==> src/abg_pkg.sv <==
package abg_pkg;

  localparam int unsigned ADDR_BITS_DEF = 64;
  localparam int unsigned QUEUE_DEPTH   = 2;

  localparam logic [2:0] BUS_LOG2_RST    = 3'd3;
  localparam logic [2:0] STROBE_LOG2_RST = 3'd3;

  localparam logic CMD_START = 1'b0;
  localparam logic CMD_BEAT  = 1'b1;

  localparam logic [1:0] KIND_FIXED = 2'd0;
  localparam logic [1:0] KIND_INCR  = 2'd1;
  localparam logic [1:0] KIND_WRAP  = 2'd2;
  localparam logic [1:0] KIND_RSVD  = 2'd3;

  localparam logic [2:0] ATOM_NONE    = 3'd0;
  localparam logic [2:0] ATOM_STORE   = 3'd1;
  localparam logic [2:0] ATOM_LOAD    = 3'd2;
  localparam logic [2:0] ATOM_SWAP    = 3'd3;
  localparam logic [2:0] ATOM_COMPARE = 3'd4;

  localparam logic [2:0] FAULT_OK   = 3'd0;
  localparam logic [2:0] FAULT_IDLE = 3'd1;
  localparam logic [2:0] FAULT_SIZE = 3'd2;
  localparam logic [2:0] FAULT_WRAP = 3'd3;
  localparam logic [2:0] FAULT_RSVD = 3'd4;

  // register index = paddr[2]
  localparam logic REG_BUS    = 1'b0;
  localparam logic REG_STROBE = 1'b1;

  typedef struct packed {
    logic        cmd;
    logic [63:0] req_addr;
    logic [7:0]  beats_minus_one;
    logic [2:0]  beat_size_log2;
    logic [1:0]  burst_kind;
    logic        is_write;
    logic [2:0]  atomic_kind;
    logic        locked;
  } req_t;

  typedef struct packed {
    logic [63:0] beat_addr;
    logic [63:0] xfer_start;
    logic [7:0]  byte_count;
    logic [6:0]  low_lane;
    logic [6:0]  high_lane;
    logic        last_beat;
    logic        do_read;
    logic        do_write;
    logic        send_read_resp;
    logic        exokay;
    logic [2:0]  fault;
  } beat_t;

  typedef struct packed {
    logic [2:0] bus_log2;
    logic [2:0] strobe_log2;
  } cfg_t;

  // classified command between front and back
  typedef struct packed {
    logic        start;
    logic [2:0]  fault;
    logic [63:0] addr;
    logic [63:0] wrap_low;
    logic [11:0] off;
    logic [11:0] span;
    logic [7:0]  beats_minus_one;
    logic [2:0]  size;
    logic [1:0]  kind;
    logic        wr;
    logic [2:0]  atom;
    logic        lock;
  } op_t;

endpackage

==> src/axi_burst_beat_generator_top.sv <==
// AXI burst beat address generator.
// Request channel (req_valid/req_stall/req): cmd 0 latches a burst request
// (start address, length, size, burst type, write/atomic/lock flags) and
// returns one result carrying only a fault code; cmd 1 yields the next beat.
// Result channel (beat_valid/beat_stall/beat): one result per request, in
// order: beat address, transfer start, byte lanes, byte count, last flag,
// read/write/response controls, EXOKAY, fault.
// Throughput: one request per cycle while req_stall is low; the next beat
// address is formed by a single address add per cycle in the back stage.
// A request accepted into the queue is moved into the output register when
// the result channel is free, and is offered from there.
// A two-entry queue separates the decode front from the beat back end;
// req_stall rises only when that queue is full, so a stalled result holds
// in the output register while the queue still takes requests.
// Reset: no burst active, queue and output empty, bus and strobe width
// registers at 8 bytes. The user must write the registers through the APB port
// (bus_bytes_log2 at 0x0, strobe_bytes_log2 at 0x4) only while idle; the block does not enforce this.
module axi_burst_beat_generator_top #(
  parameter int unsigned ADDR_BITS = abg_pkg::ADDR_BITS_DEF
) (
  input  logic           clk,
  input  logic           rst,
  input  logic           req_valid,
  output logic           req_stall,
  input  abg_pkg::req_t  req,
  output logic           beat_valid,
  input  logic           beat_stall,
  output abg_pkg::beat_t beat,
  input  logic           psel,
  input  logic           penable,
  input  logic           pwrite,
  input  logic [2:0]     paddr,
  input  logic [31:0]    pwdata,
  output logic [31:0]    prdata,
  output logic           pready
);

  abg_pkg::cfg_t cfg;
  abg_pkg::op_t  front_op;
  abg_pkg::op_t  q_op;
  logic          q_full;
  logic          q_empty;
  logic          q_push;
  logic          q_pop;

  assign pready = 1'b1;

  always_ff @(posedge clk) begin
    if (rst) begin
      cfg.bus_log2    <= abg_pkg::BUS_LOG2_RST;
      cfg.strobe_log2 <= abg_pkg::STROBE_LOG2_RST;
    end else if (psel && penable && pwrite && pready) begin
      case (paddr[2])
        abg_pkg::REG_BUS:    cfg.bus_log2    <= pwdata[2:0];
        abg_pkg::REG_STROBE: cfg.strobe_log2 <= pwdata[2:0];
        default: ;
      endcase
    end
  end

  always_comb begin
    case (paddr[2])
      abg_pkg::REG_BUS:    prdata = 32'(cfg.bus_log2);
      abg_pkg::REG_STROBE: prdata = 32'(cfg.strobe_log2);
      default:             prdata = '0;
    endcase
  end

  assign req_stall = q_full;
  assign q_push    = req_valid && !q_full;

  abg_front #(
    .ADDR_BITS(ADDR_BITS)
  ) u_front (
    .req (req),
    .cfg (cfg),
    .op  (front_op)
  );

  abg_queue u_queue (
    .clk     (clk),
    .rst     (rst),
    .push    (q_push),
    .push_op (front_op),
    .full    (q_full),
    .pop     (q_pop),
    .pop_op  (q_op),
    .empty   (q_empty)
  );

  abg_back #(
    .ADDR_BITS(ADDR_BITS)
  ) u_back (
    .clk        (clk),
    .rst        (rst),
    .cfg        (cfg),
    .q_valid    (!q_empty),
    .q_op       (q_op),
    .pop        (q_pop),
    .beat_valid (beat_valid),
    .beat_stall (beat_stall),
    .beat       (beat)
  );

endmodule

==> src/abg_front.sv <==
module abg_front #(
  parameter int unsigned ADDR_BITS = abg_pkg::ADDR_BITS_DEF
) (
  input  abg_pkg::req_t req,
  input  abg_pkg::cfg_t cfg,
  output abg_pkg::op_t  op
);

  logic [ADDR_BITS-1:0] addr;
  logic [2:0]           len_log2;
  logic [3:0]           span_log2;
  logic [11:0]          wmask;

  assign addr      = req.req_addr[ADDR_BITS-1:0];
  assign span_log2 = 4'(req.beat_size_log2) + 4'(len_log2);
  assign wmask     = ~(12'hfff << span_log2);

  always_comb begin
    case (req.beats_minus_one)
      8'd1:    len_log2 = 3'd1;
      8'd3:    len_log2 = 3'd2;
      8'd7:    len_log2 = 3'd3;
      8'd15:   len_log2 = 3'd4;
      default: len_log2 = 3'd0;
    endcase
  end

  always_comb begin
    op                 = '0;
    op.start           = (req.cmd == abg_pkg::CMD_START);
    op.addr            = 64'(addr);
    op.beats_minus_one = req.beats_minus_one;
    op.size            = req.beat_size_log2;
    op.kind            = req.burst_kind;
    op.wr              = req.is_write;
    op.atom            = req.atomic_kind;
    op.lock            = req.locked;
    if (op.start) begin
      if (req.beat_size_log2 > cfg.bus_log2) begin
        op.fault = abg_pkg::FAULT_SIZE;
      end else if (req.burst_kind == abg_pkg::KIND_RSVD) begin
        op.fault = abg_pkg::FAULT_RSVD;
      end else if (req.burst_kind == abg_pkg::KIND_WRAP &&
                   !(req.beats_minus_one inside {8'd1, 8'd3, 8'd7, 8'd15})) begin
        op.fault = abg_pkg::FAULT_WRAP;
      end
    end
    if (req.burst_kind == abg_pkg::KIND_WRAP) begin
      op.wrap_low = 64'(addr & ~ADDR_BITS'(wmask));
      op.off      = addr[11:0] & wmask;
      op.span     = 12'd1 << span_log2;
    end
  end

endmodule

==> src/abg_queue.sv <==
module abg_queue (
  input  logic          clk,
  input  logic          rst,
  input  logic          push,
  input  abg_pkg::op_t  push_op,
  output logic          full,
  input  logic          pop,
  output abg_pkg::op_t  pop_op,
  output logic          empty
);

  localparam int unsigned DEPTH = abg_pkg::QUEUE_DEPTH;
  localparam int unsigned PTR_W = (DEPTH > 1) ? $clog2(DEPTH) : 1;
  localparam int unsigned CNT_W = $clog2(DEPTH + 1);

  abg_pkg::op_t     slots [DEPTH];
  logic [PTR_W-1:0] wr_ptr;
  logic [PTR_W-1:0] rd_ptr;
  logic [CNT_W-1:0] count;

  assign full   = (count == CNT_W'(DEPTH));
  assign empty  = (count == '0);
  assign pop_op = slots[rd_ptr];

  always_ff @(posedge clk) begin
    if (rst) begin
      wr_ptr <= '0;
      rd_ptr <= '0;
      count  <= '0;
    end else begin
      if (push) begin
        wr_ptr <= (wr_ptr == PTR_W'(DEPTH - 1)) ? '0 : wr_ptr + 1'b1;
      end
      if (pop) begin
        rd_ptr <= (rd_ptr == PTR_W'(DEPTH - 1)) ? '0 : rd_ptr + 1'b1;
      end
      if (push && !pop) begin
        count <= count + 1'b1;
      end else if (pop && !push) begin
        count <= count - 1'b1;
      end
    end
  end

  always_ff @(posedge clk) begin
    if (push) begin
      slots[wr_ptr] <= push_op;
    end
  end

  a_count_bound: assert property (@(posedge clk) disable iff (rst)
    count <= CNT_W'(DEPTH))
    else $error("queue count beyond depth");

  a_no_pop_empty: assert property (@(posedge clk) disable iff (rst)
    pop |-> !empty)
    else $error("pop from empty queue");

endmodule

==> src/abg_back.sv <==
module abg_back #(
  parameter int unsigned ADDR_BITS = abg_pkg::ADDR_BITS_DEF
) (
  input  logic           clk,
  input  logic           rst,
  input  abg_pkg::cfg_t  cfg,
  input  logic           q_valid,
  input  abg_pkg::op_t   q_op,
  output logic           pop,
  output logic           beat_valid,
  input  logic           beat_stall,
  output abg_pkg::beat_t beat
);

  logic                 active;
  logic [ADDR_BITS-1:0] cur;
  logic [ADDR_BITS-1:0] wrap_low;
  logic [11:0]          off;
  logic [11:0]          span;
  logic [7:0]           left;
  logic [2:0]           size;
  logic [1:0]           kind;
  logic                 wr;
  logic [2:0]           atom;
  logic                 lock;

  logic [6:0]           nb_mask;
  logic [6:0]           bus_mask;
  logic [6:0]           strobe_mask;
  logic [6:0]           lo;
  logic [6:0]           sub;
  logic [7:0]           nb;
  logic [7:0]           cnt;
  logic [7:0]           hi;
  logic                 aligned;
  logic                 last;
  logic                 rd;
  logic                 rresp;
  logic                 wrap_hit;
  logic [ADDR_BITS-1:0] xfer;
  logic [ADDR_BITS-1:0] lin_next;
  logic [12:0]          off_lin;
  abg_pkg::beat_t       res;

  assign pop = q_valid && (!beat_valid || !beat_stall);

  assign nb          = 8'd1 << size;
  assign nb_mask     = ~(7'h7f << size);
  assign bus_mask    = ~(7'h7f << cfg.bus_log2);
  assign strobe_mask = ~(7'h7f << cfg.strobe_log2);
  assign lo          = cur[6:0] & bus_mask;
  assign sub         = cur[6:0] & nb_mask;
  assign aligned     = (sub == '0);
  assign cnt         = nb - {1'b0, sub};
  assign hi          = {1'b0, lo} + cnt - 8'd1;
  assign xfer        = (cur & ~ADDR_BITS'(strobe_mask)) + ADDR_BITS'(lo);
  assign lin_next    = (cur & ~ADDR_BITS'(nb_mask)) + ADDR_BITS'(nb);
  assign off_lin     = {1'b0, off & ~{5'd0, nb_mask}} + {5'd0, nb};
  assign wrap_hit    = aligned && (kind == abg_pkg::KIND_WRAP) && (off_lin >= {1'b0, span});
  assign last        = (left == '0);
  assign rd          = !wr || (atom != abg_pkg::ATOM_NONE);
  assign rresp       = !wr || (atom != abg_pkg::ATOM_NONE && atom != abg_pkg::ATOM_STORE);

  always_comb begin
    res = '0;
    if (q_op.start) begin
      res.fault = q_op.fault;
    end else if (!active) begin
      res.fault = abg_pkg::FAULT_IDLE;
    end else begin
      res.beat_addr      = 64'(cur);
      res.xfer_start     = 64'(xfer);
      res.byte_count     = cnt;
      res.low_lane       = lo;
      res.high_lane      = hi[6:0];
      res.last_beat      = last;
      res.do_read        = rd;
      res.do_write       = wr;
      res.send_read_resp = rresp;
      res.exokay         = rresp && lock;
    end
  end

  always_ff @(posedge clk) begin
    if (rst) begin
      active     <= 1'b0;
      beat_valid <= 1'b0;
    end else begin
      if (pop) begin
        beat_valid <= 1'b1;
        if (q_op.start) begin
          active <= (q_op.fault == abg_pkg::FAULT_OK);
        end else if (active && last) begin
          active <= 1'b0;
        end
      end else if (!beat_stall) begin
        beat_valid <= 1'b0;
      end
    end
  end

  always_ff @(posedge clk) begin
    if (pop) begin
      beat <= res;
      if (q_op.start) begin
        if (q_op.fault == abg_pkg::FAULT_OK) begin
          cur      <= q_op.addr[ADDR_BITS-1:0];
          wrap_low <= q_op.wrap_low[ADDR_BITS-1:0];
          off      <= q_op.off;
          span     <= q_op.span;
          left     <= q_op.beats_minus_one;
          size     <= q_op.size;
          kind     <= q_op.kind;
          wr       <= q_op.wr;
          atom     <= q_op.atom;
          lock     <= q_op.lock;
        end
      end else if (active) begin
        left <= left - 8'd1;
        if (kind != abg_pkg::KIND_FIXED) begin
          if (wrap_hit) begin
            cur <= wrap_low;
            off <= '0;
          end else begin
            cur <= lin_next;
            off <= off_lin[11:0];
          end
        end
      end
    end
  end

  a_start_arms: assert property (@(posedge clk) disable iff (rst)
    (pop && q_op.start && q_op.fault == abg_pkg::FAULT_OK) |=> active)
    else $error("good start did not arm burst");

  a_last_ends: assert property (@(posedge clk) disable iff (rst)
    (pop && !q_op.start && active && left == '0) |=> !active)
    else $error("burst still active after last beat");

  a_fault_empty: assert property (@(posedge clk) disable iff (rst)
    (beat_valid && beat.fault != abg_pkg::FAULT_OK) |->
      (beat.byte_count == '0 && !beat.last_beat))
    else $error("faulted result carries a beat");

  a_count_range: assert property (@(posedge clk) disable iff (rst)
    beat_valid |-> beat.byte_count <= 8'd128)
    else $error("byte count beyond bus maximum");

endmodule

==> config.mk <==
export PLATFORM = sky130hd
export DESIGN_NAME = axi_burst_beat_generator_top
export DESIGN_NICKNAME = d
export VERILOG_FILES = /design/src/abg_pkg.sv /design/src/axi_burst_beat_generator_top.sv /design/src/abg_front.sv /design/src/abg_queue.sv /design/src/abg_back.sv
export SDC_FILE = /design/constraint.sdc
export NUM_CORES = 1
export LEC_CHECK = 0
export ABC_CLOCK_PERIOD_IN_PS = 9510
export BUFFER_PORTS_ARGS = -buffer_cell sky130_fd_sc_hd__buf_2
export CAP_MARGIN = 10
export CORE_UTILIZATION = 30
export CTS_BUF_LIST = sky130_fd_sc_hd__clkbuf_4
export DETAILED_ROUTE_END_ITERATION = 6
export MAX_ROUTING_LAYER = met4
export PLACE_DENSITY = 0.47
export SYNTH_ARGS = -nofsm -noshare
export SYNTH_HDL_FRONTEND = slang
export SYNTH_SLANG_ARGS = --single-unit
==> constraint.sdc <==
create_clock -name clk -period 9.51 [get_ports clk]
set_input_delay 0.951 -clock clk [delete_from_list [all_inputs] [get_ports clk]]
set_output_delay 0.951 -clock clk [all_outputs]
set_load 0.02 [all_outputs]
==> parameters.txt, run 1 <==
Parameter                              Value

Outcome
  Outcome ... finished, final reports clean

Clock network
  Clock latency on the worst-skew pair ... 1040 ps
  Post-CTS Setup Inserts ... 0
  Clock transition at the register clock pins on the worst setup and hold paths after CTS ... 70 ps
  CTS tree ... yes
  Clock sinks ... 689
  Buffer levels on the longest clock path ... 3
  Clock H-tree levels ... 4
  Number of hold buffers added after cts ... 41
  CTS root buf ... clkbuf_4
  Post-cts gate resize count ... 0
  Number of CTS-inserted buffers ... 182

Floorplan
  Starting Density ... 30.5%
  Vertical die dimension ... 325 µm
  Total die area ... 105000 µm²
  DIE WIDTH ... 325 µm
  Number of placed I/O pins ... 318
  Num rows ... 117
  Placeable core area ... 102000 µm²

Global routing
  Via count of the first global-routing pass ... 20500
  Number of antenna violations at the first check in global routing ... 25
  Total congestion overflow after global routing ... 0
  Met3 GRT Util ... 4.35%
  Wire length of the first global-routing pass ... 133000 µm
  Most used routing layer ... met2
  Met1 demand-to-capacity share in global routing ... 23.1%
  Pin count of the biggest net entering global routing ... 91
  GR Util All Layers ... 17.3%
  GR Layer Usage met2 ... 25.4%

STA
  Hold Vio Cnt, Final ... 0
  Max Clk Rate ... 167 MHz
  Clock period minus final worst setup slack ... 5990 ps
  Share of the cycle needed by the critical path after routing ... 63.0%
  Total count of max-transition violations in the final report ... 0
  Worst Skew ... 72.7 ps
  Transition at the pin with the smallest max-transition slack ... 1270 ps
  RSZ-0062 raised after global routing ... false
  Slew margin rel. ... 12.8%
  # setup viols final ... 0
  Total Neg Setup Slack ... 0 ps

Setup path
  Setup crit start kind ... register
  Ordered cell list for the critical path ... nor3b_1 -> ha_1 -> a21o_1 -> a221oi_1 -> o21ai_1 -> o2111ai_1 -> xnor2_1 -> ha_1 -> and3_1 -> o2111ai_1 -> a31oi_1 -> a2111o_1 -> o2111ai_4 -> buf_4 -> o31ai_1 -> a31oi_1
  Data arrival time of the critical path ... 6730 ps
  Crit end category ... register
  Type of the worst setup path ... reg2reg
  Largest stage delay, worst path ... 830 ps
  Number of cells on the worst reg-to-reg path ... 16
  Data required time of the worst path ... 10250 ps
  Crit path max fanout ... 53
  R2R Path End ... u_back.cur[55]
  Reg-to-reg critical path startpoint ... u_back.size[2]
  Slack of the worst reg-to-reg path ... 3520 ps
  Cell with the biggest individual delay on the critical path ... o31ai_1

Logic synthesis
  Flip-flop and latch count after synthesis ... 689
  Cell accounting for the most synthesized area ... edfxtp_1
  Compound-Gate Fraction of Synth Area ... 6.47%
  Combined area of all synthesized cells ... 31200 µm²
  Number of flops mapped to enable cells by yosys ... 676
  Area share of xor/xnor cells in the synthesized design ... 3.90%
  Main area contributors after synthesis ... edfxtp_1 65%, mux2_2 3.2%, and2_1 2.8%
  Post-synthesis share of cell area spent on and, or, nand and nor gates ... 12.0%
  Proportion of synthesized chip area in sequential cells ... 65.9%
  Count of cell types in the netlist ... 76
  Largest family of logic cells by synthesized area ... simple AND/OR/NAND/NOR gates
  Multiplexer area fraction after synthesis ... 5.72%
  Fraction of the mapped netlist area in adder cells ... 2.75%
  Cells after Synth ... 2313
  Proportion of synthesized flip-flops having asynchronous set or reset ... 0%
  Most used DFF post-synth ... edfxtp_1
  Count of yosys warnings during synthesis ... 0
  Fraction of synthesized cell area taken by the top area cell type ... 65.0%
  Synth Area per Inst ... 13.5 µm²

Layout
  Share of layout cells above drive strength 1 ... 24.0%
  Filler instances ... 10200
  Count of nets after finishing ... 2875
  Most common cell after layout, fill and taps aside ... edfxtp_1
  Highest-count cells in the layout ignoring fill and taps ... 676 x edfxtp_1, 256 x buf_2, 248 x clkbuf_4, 175 x nor2_1
  Area grow syn2layout ... 17.0%
  Post-layout utilization of the core ... 35.6%

Place
  Number of buffers added on ports ... 256
  HPWL Detailed ... 61100 µm
  Routability cong. ... 0.847

Route
  Average wire per cell in the routed design ... 21.2 µm
  Initial drt markers ... 1318
  First drt pass iteration count ... 7
  Via total after detailed routing ... 20100
  Post-route DRC ... 0
  Antenna Violating Nets Remaining ... 0
  Routed vias/inst ... 4.76
  Total wire length ... 89500 µm

Pwr
  Total power draw ... 9600 µW
  Power Density ... 263 nW/µm²
  Leak pwr ... 0.0131 µW
  Peak ir drop on the vdd network ... 150 µV

Min path
  Kind of path behind the tightest hold check ... in2reg
  Startpoint of the tightest hold check path ... req[26]
  Worst min-delay path endpoint ... u_queue.slots[0][114]
  Worst hold path depth ... 1

Flow run
  Maximum Capacitance Violations ... 0
==> cell families after synthesis <==
| group | Yosys count |
|---|---|
| AOI/OAI and AO/OA | 303 |
| xor gates and xnor gates | 139 |
| adders and majority gates | 65 |
| buffers and inverters | 227 |
| DFF | 689 |
| muxes | 167 |
| other | 2 |
| and+or+nand+nor | 721 |
==> layout make-up <==
type / instances / area [µm²] / share of cell area, %
flip-flops and latches: 689 / 20600 / 56.3
multi-input cells: 1425 / 9790 / 26.8
repair buffers: 328 / 1920 / 5.27
clock buffers: 248 / 1860 / 5.10
well taps: 1368 / 1710 / 4.69
clock inverters: 76 / 369 / 1.01
inverters: 59 / 226 / 0.620
diodes: 22 / 55.1 / 0.151
==> power breakdown <==
part	leakage (µW)	switching, µW	internal, µW
logic	0.00529	1730	825
clock network	0.00132	1240	1250
registers	0.00652	338	4220
==> stage by stage <==
step                      hold WS [ps]  setup slack (ps)  instances  area, µm²
after floorplan                    481               488       2341      31300
after global placement             466              3560       3828      33800
after detailed placement           474              3460       3828      33800
after CTS                        0.695              3530       4193      36500
after global routing              41.7              2990       4213      36500
final                              140              3520       4215      36500
==> metal layers <==
metal  part of all wire (%)  vias up
li1                       -     9443
met1                     47     9837
met2                     44      632
met3                    6.4      140
met4                    2.3        0
met5                      0        -
==> Yosys cell counts (38+ instances only) <==
cell      instances
edfxtp_1        676
nor2_1          177
nand2_1         139
and2_1          138
mux2_2           89
clkbuf_1         80
mux2i_1          77
xnor2_1          76
xor2_1           63
ha_1             59
inv_1            59
nor3_1           53
nand4_1          47
a21oi_1          45
o21ai_0          45
nand3_1          44
a31oi_1          42
buf_2            40
o31ai_1          38
==> registers in the layout, indices dropped and copies added (netlist names), 2 cells and up, named ones only <==
signal	flops
u_back.kind	2
u_back.atom	3
u_queue.count	2
cfg	6
u_back.wrap_low	64
u_back.left	8
u_back.beat	158
u_queue.slots	348
u_back.span	12
u_back.off	12
u_back.cur	64
u_back.size	3
==> worst max path at each step <==
stage | slack (ps) | from | endpoint
CTS | 3530 | u_back.size[2] | u_back.cur[48]
global route | 2990 | u_back.size[2] | u_back.cur[55]
floorplan | 490 | beat_stall | u_back.cur[0]
detailed placement | 3460 | u_back.size[2] | u_back.cur[48]
finish | 3520 | u_back.size[2] | u_back.cur[55]
global placement | 3560 | u_back.size[2] | u_back.cur[55]
==> critical path, delay by kind of cell, from the launching register on <==
kind / cells / cell delay (ps)
fa+ha+maj: 2 / 670
compound gates: 10 / 2850
flops: 1 / 780
simple gates: 2 / 760
buf+inv: 1 / 500
xor+xnor: 1 / 130
(Power assumes the default switching activity.)
==> run 2, diff against run 1 <==
--- a/config.mk
+++ b/config.mk
@@ -5,14 +5,14 @@
 export SDC_FILE = /design/constraint.sdc
 export NUM_CORES = 1
 export LEC_CHECK = 0
-export ABC_CLOCK_PERIOD_IN_PS = 9510
+export ABC_CLOCK_PERIOD_IN_PS = 6300
 export BUFFER_PORTS_ARGS = -buffer_cell sky130_fd_sc_hd__buf_2
 export CAP_MARGIN = 10
 export CORE_UTILIZATION = 30
 export CTS_BUF_LIST = sky130_fd_sc_hd__clkbuf_4
 export DETAILED_ROUTE_END_ITERATION = 6
 export MAX_ROUTING_LAYER = met4
-export PLACE_DENSITY = 0.47
+export PLACE_DENSITY = 0.45
 export SYNTH_ARGS = -nofsm -noshare
 export SYNTH_HDL_FRONTEND = slang
 export SYNTH_SLANG_ARGS = --single-unit
==> constraint.sdc (replaced) <==
create_clock -name clk -period 6.3 [get_ports clk]
set_input_delay 0.63 -clock clk [delete_from_list [all_inputs] [get_ports clk]]
set_output_delay 0.63 -clock clk [all_outputs]
set_load 0.02 [all_outputs]
==> parameters.txt, run 2 (same netlist as run 1, synthesis figures left out) <==
Parameter                              Value

Floorplan
  DIE WIDTH ... 325 µm (unchanged)
  Total die area ... 105000 µm² (unchanged)
  Num rows ... 117 (unchanged)
  Vertical die dimension ... 325 µm (unchanged)
  Number of placed I/O pins ... 318 (unchanged)
  Placeable core area ... 102000 µm² (unchanged)
  Starting Density ... 30.5% (unchanged)

Route
  Routed vias/inst ... 4.73 (-0.52%)
  Average wire per cell in the routed design ... 21.2 µm (about the same)
  Post-route DRC ... 0 (unchanged)
  Initial drt markers ... 1287 (-2.4%)
  Total wire length ... 90800 µm (+1.5%)
  First drt pass iteration count ... 5 (-2)
  Via total after detailed routing ... 20300 (+1.0%)
  Antenna Violating Nets Remaining ... 0 (unchanged)

Clock network
  Post-CTS Setup Inserts ... 0 (unchanged)
  Buffer levels on the longest clock path ... 3 (unchanged)
  CTS root buf ... clkbuf_4
  CTS tree ... yes
  Clock H-tree levels ... 4 (unchanged)
  Post-cts gate resize count ... 0 (unchanged)
  Clock transition at the register clock pins on the worst setup and hold paths after CTS ... 70 ps (about the same)
  Clock sinks ... 689 (unchanged)
  Clock latency on the worst-skew pair ... 1060 ps (+20 ps)
  Number of CTS-inserted buffers ... 186 (+2.2%)

STA
  # setup viols final ... 0 (unchanged)
  Total Neg Setup Slack ... 0 ps (unchanged)
  Max Clk Rate ... 187 MHz (+12%)
  Clock period minus final worst setup slack ... 5340 ps (-657 ps)
  Slew margin rel. ... 19.2% (+6.3 points)
  Share of the cycle needed by the critical path after routing ... 84.7% (+22 points)
  Worst Skew ... 100 ps (+27.8 ps)
  Transition at the pin with the smallest max-transition slack ... 1200 ps (-74.9 ps)
  Hold Vio Cnt, Final ... 0 (unchanged)
  RSZ-0062 raised after global routing ... false
  Total count of max-transition violations in the final report ... 0 (unchanged)

Global routing
  GR Util All Layers ... 17.6% (+0.27 points)
  Total congestion overflow after global routing ... 0 (unchanged)
  Wire length of the first global-routing pass ... 135000 µm (+1.7%)
  Number of antenna violations at the first check in global routing ... 19 (-24%)
  Pin count of the biggest net entering global routing ... 160 (+76%)
  Via count of the first global-routing pass ... 20600 (+0.86%)

Place
  Number of buffers added on ports ... 256 (unchanged)
  Routability cong. ... 0.847 (about the same)
  HPWL Detailed ... 61600 µm (+0.85%)
  Post-Place Cell Area ... 34000 µm² (+0.54%)

Pwr
  Leak pwr ... 0.0135 µW (+3.0%)
  Peak ir drop on the vdd network ... 387 µV (+160%)
  Total power draw ... 14900 µW (+55%)
  Power Density ... 397 nW/µm² (+51%)

Layout
  Max FFs per register ... 348 (unchanged)
  Summed area of non-filler cells in the final layout ... 37400 µm² (+2.4%)
  Largest registers in the final layout ... u_queue.slots x348, u_back.beat x158
  Area grow syn2layout ... 19.8%
  Highest-count cells in the layout ignoring fill and taps ... 676 x edfxtp_1, 267 x clkbuf_4, 256 x buf_2, 175 x nor2_1
  Filler instances ... 10200 (+0.099%)
  Count of nets after finishing ... 2945 (+2.4%)
  Share of layout cells above drive strength 1 ... 24.4% (+0.40 points)
  Post-layout utilization of the core ... 36.5% (+0.86 points)
  Register with the most flip-flops ... u_queue.slots
  Most common cell after layout, fill and taps aside ... edfxtp_1

Setup path
  Data required time of the worst path ... 7010 ps (-3240 ps)
  Data arrival time of the critical path ... 6040 ps (-690 ps)
  Crit end category ... register
  Type of the worst setup path ... reg2reg
  Crit path max fanout ... 44 (-17%)
  Setup crit start kind ... register

Outcome
  Outcome ... finished, final reports clean

Min path
  Kind of path behind the tightest hold check ... in2reg

Flow run
  Maximum Capacitance Violations ... 0 (unchanged)
[run 2: cell types whose count changed in the layout (fill, tap and decap cells not counted), sizes merged, moves of 2 or more]
cell	previous run	this run
clkinv	65	45
diode	22	19
bufinv	1	3
clkbuf	248	267
dlygate4sd3	41	96
buf	287	298
[run 2: what timing repair did]
action / in CTS / in global routing
setup endpoints to repair: 0 / 0
endpoints found under the hold margin: 337 / 0
hold buffers: 96 / 0
[run 2: path summary, 6_finish.rpt]
| check | end | from | depth (start not counted) | slack (ps) |
|---|---|---|---|---|
| setup / recovery | u_back.cur[36] | u_back.size[1] | 19 | 960 |
| hold / removal | cfg[4] | psel | 3 | 140 |
| setup reg to reg | u_back.cur[36] | u_back.size[1] | 19 | 960 |
| hold reg to reg | u_back.beat[3] | u_back.lock | 1 | 520 |
[run 2: cell type report]
cell class | count | area (µm²) | area share, %
Multi-Input combinational cell | 1425 | 9790 | 26.2
Clock buffer | 267 | 2000 | 5.36
Inverter | 59 | 225 | 0.602
Antenna cell | 19 | 47.5 | 0.127
Timing Repair Buffer | 394 | 2660 | 7.11
Sequential cell | 689 | 20600 | 55.0
Tap cell | 1368 | 1710 | 4.58
Clock inverter | 59 | 380 | 1.02
[run 2: routing by layer]
metal	part of all wire [%]	GRT usage, %
met5	0	-
met4	1.8	5.14
met3	5.7	4.27
met2	44	25.1
met1	49	24.6
[run 2: worst max-delay path, cell delays in order, from the launching register on]
cell,delay [ps]
edfxtp_1,640
nor2_1,320
nand2_1,140
inv_1,270
ha_1,280
nand3_1,80
o21ai_1,120
a221oi_1,420
o21ai_1,170
o2111ai_1,240
xnor2_1,120
ha_1,300
and3_1,190
o2111ai_1,100
a31oi_1,180
a2111o_1,210
o2111ai_4,180
buf_12,260
o31ai_1,690
a31oi_1,70
[run 2: stage by stage]
stage | setup slack [ps] | std cells | hold slack [ps]
6_report | 964 | 4280 | 139
4_1_cts | 945 | 4261 | 6.11
3_3_place_gp | 1010 | 3839 | 467
3_5_place_dp | 963 | 3839 | 486
2_1_floorplan | 598 | 2341 | 481
5_1_grt | 526 | 4280 | 63.1
[run 2: power breakdown]
group / total, µW / internal [µW] / switching, µW / leakage, µW
registers: 6900 / 6370 / 529 / 0.00652
logic: 3950 / 1330 / 2620 / 0.00560
clock network: 4010 / 2090 / 1930 / 0.00141
total: 14900 / 9780 / 5080 / 0.0135
==> run 3, diff against run 2 <==
--- a/config.mk
+++ b/config.mk
@@ -5,14 +5,14 @@
 export SDC_FILE = /design/constraint.sdc
 export NUM_CORES = 1
 export LEC_CHECK = 0
-export ABC_CLOCK_PERIOD_IN_PS = 6300
+export ABC_CLOCK_PERIOD_IN_PS = 4800
 export BUFFER_PORTS_ARGS = -buffer_cell sky130_fd_sc_hd__buf_2
 export CAP_MARGIN = 10
 export CORE_UTILIZATION = 30
 export CTS_BUF_LIST = sky130_fd_sc_hd__clkbuf_4
 export DETAILED_ROUTE_END_ITERATION = 6
 export MAX_ROUTING_LAYER = met4
-export PLACE_DENSITY = 0.45
+export PLACE_DENSITY = 0.47
 export SYNTH_ARGS = -nofsm -noshare
 export SYNTH_HDL_FRONTEND = slang
 export SYNTH_SLANG_ARGS = --single-unit
==> constraint.sdc (replaced) <==
create_clock -name clk -period 4.8 [get_ports clk]
set_input_delay 0.48 -clock clk [delete_from_list [all_inputs] [get_ports clk]]
set_output_delay 0.48 -clock clk [all_outputs]
set_load 0.02 [all_outputs]
==> parameters.txt, run 3 (same netlist as run 1, synthesis figures left out) <==
Parameter                              Value

Outcome
  Outcome ... finished, final reports clean

Clock network
  Clock latency on the worst-skew pair ... 1080 ps (+20 ps)
  CTS root buf ... clkbuf_4
  Buffer levels on the longest clock path ... 3 (unchanged)
  Clock H-tree levels ... 4 (unchanged)
  Clock sinks ... 689 (unchanged)
  Clock transition at the register clock pins on the worst setup and hold paths after CTS ... 70 ps (about the same)
  CTS tree ... yes
  Number of CTS-inserted buffers ... 180 (-3.2%)

Route
  Met1 Routed Length ... 42900 µm (-3.6%)
  Average wire per cell in the routed design ... 21.0 µm (-1.1%)
  Initial drt markers ... 1528 (+19%)
  Routed wl met3 ... 5120 µm (-0.78%)
  Total wire length ... 91200 µm (+0.44%)
  Top routing layer in use ... met4
  Met2 Wirelength ... 40800 µm (+3.1%)
  Post-route DRC ... 0 (unchanged)
  Routed vias/inst ... 4.75 (+0.42%)
  Antenna Violating Nets Remaining ... 0 (unchanged)
  Via total after detailed routing ... 20600 (+1.9%)
  First drt pass iteration count ... 5 (unchanged)

STA
  Transition at the pin with the smallest max-transition slack ... 1090 ps (-113 ps)
  Hold Vio Cnt, Final ... 0 (unchanged)
  Setup ws final ... 218 ps (-746 ps)
  Total Neg Setup Slack ... 0 ps (unchanged)
  Share of the cycle needed by the critical path after routing ... 95.5% (+11 points)
  RSZ-0062 raised after global routing ... true
  Slew margin rel. ... 27.6% (+8.4 points)
  Worst Skew ... 88.7 ps (-11.8 ps)
  Total count of max-transition violations in the final report ... 0 (unchanged)
  # setup viols final ... 0 (unchanged)
  Clock period minus final worst setup slack ... 4580 ps (-754 ps)
  Max Clk Rate ... 218 MHz (+16%)

Global routing
  Number of antenna violations at the first check in global routing ... 23 (+4)
  Total congestion overflow after global routing ... 0 (unchanged)
  GR Util All Layers ... 17.5% (-0.056 points)
  Wire length of the first global-routing pass ... 135000 µm (about the same)
  Via count of the first global-routing pass ... 21300 (+3.1%)
  Pin count of the biggest net entering global routing ... 160 (unchanged)

Setup path
  Crit path max fanout ... 7 (-84%)
  Slack of the worst reg-to-reg path ... 220 ps (-750 ps)
  Setup crit start kind ... register
  Data required time of the worst path ... 5550 ps (-1460 ps)
  Data arrival time of the critical path ... 5330 ps (-710 ps)
  Crit end category ... register
  Type of the worst setup path ... reg2reg

Flow run
  Maximum Capacitance Violations ... 0 (unchanged)

Layout
  Post-layout utilization of the core ... 37.1% (+0.63 points)
  Max FFs per register ... 348 (unchanged)
  Summed area of non-filler cells in the final layout ... 38000 µm² (+1.7%)
  Non-filler cells in the finished layout ... 4345 (+1.5%)
  Largest registers in the final layout ... u_queue.slots x348, u_back.beat x158
  Most common cell after layout, fill and taps aside ... edfxtp_1
  Highest-count cells in the layout ignoring fill and taps ... 676 x edfxtp_1, 267 x clkbuf_4, 256 x buf_2, 175 x nor2_1
  Filler instances ... 10000 (-1.4%)
  Area grow syn2layout ... 21.9%
  Count of nets after finishing ... 3015 (+2.4%)
  Register with the most flip-flops ... u_queue.slots
  Share of layout cells above drive strength 1 ... 26.5% (+2.2 points)

Floorplan
  Vertical die dimension ... 325 µm (unchanged)
  DIE WIDTH ... 325 µm (unchanged)
  Starting Density ... 30.5% (unchanged)
  Num rows ... 117 (unchanged)
  Total die area ... 105000 µm² (unchanged)
  Number of placed I/O pins ... 318 (unchanged)
  Placeable core area ... 102000 µm² (unchanged)

Place
  HPWL Detailed ... 62300 µm (+1.1%)
  Number of buffers added on ports ... 256 (unchanged)
  Cell total after placement ... 3901 (+1.6%)
  Post-Place Cell Area ... 34400 µm² (+1.3%)
  Worst setup slack before clock tree synthesis ... -61.5 ps (-1020 ps)
  Routability cong. ... 0.886 (+4.7%)

Pwr
  Leak pwr ... 0.0139 µW (+3.0%)
  Peak ir drop on the vdd network ... 459 µV (+19%)
  Power Density ... 514 nW/µm² (+29%)

Min path
  Kind of path behind the tightest hold check ... in2reg
run 3: cell count changes in the layout (fill, tap and decap cells not counted), sizes merged:
cell and change:
clkbuf +3, bufinv -2, inv -3, clkinv -5, buf +67, clkinvlp -1
dlygate4sd3 +6
run 3: final timing paths:
path / depth (start not counted) / end / startpoint
worst max-delay path: 20 / u_back.cur[56] / u_back.size[0]
worst min-delay path: 2 / u_queue.slots[1][161] / req[73]
worst max register to register: 20 / u_back.cur[56] / u_back.size[0]
worst min register to register: 1 / u_back.wrap_low[15] / u_queue.slots[0][57]
run 3: worst max-delay path: stages, from the launching register on:
cell and delay, ps:
edfxtp_1 460, buf_4 190, o21ai_0 210, and2_1 160, ha_1 250, a21o_1 190
a221oi_2 330, o21ai_1 150, o21ai_0 220, xnor2_1 140, ha_1 300, and3_1 160
o2111ai_1 110, a31oi_1 180, a2111o_1 210, o2111ai_4 160, buf_12 210, buf_12 150
o31ai_1 280, buf_4 200, a31oi_1 40
run 3: repair_timing:
action,CTS,global route
hold endpoints to repair,337,0
hold buffers,102,0
gates cloned,0,3
gates resized for setup,1,10
endpoints found under the setup margin,1,74
setup buffers,0,5
run 3: layout make-up:
class	instances	area, µm²	share of cell area (%)
clock buffer	267	2000	5.27
clock inverter	48	332	0.872
tap	1368	1710	4.50
sequential	689	20600	54.1
inverter	59	225	0.592
timing repair buffer	470	3300	8.69
antenna	19	47.5	0.125
multi-input combinational	1425	9840	25.9
run 3: per-stage QoR:
step	total power, µW	hold slack [ps]
2_1_floorplan	12400	481
3_3_place_gp	14400	468
3_5_place_dp	14500	486
4_1_cts	19800	7.23
5_1_grt	20600	41.6
6_report	19600	167
run 3: metal layers:
layer  vias up  track usage [%]
met3       154             3.99
met4         0             6.27
li1       9698                -
met2       639             26.0
met1     10200             23.4
met5         -                -
run 3: power by group:
| part | leakage (µW) | total, µW | switching [µW] | internal, µW |
|---|---|---|---|---|
| sequential | 0.00652 | 9020 | 661 | 8360 |
| combinational | 0.00603 | 5380 | 3520 | 1870 |
| clock | 0.00138 | 5160 | 2530 | 2630 |
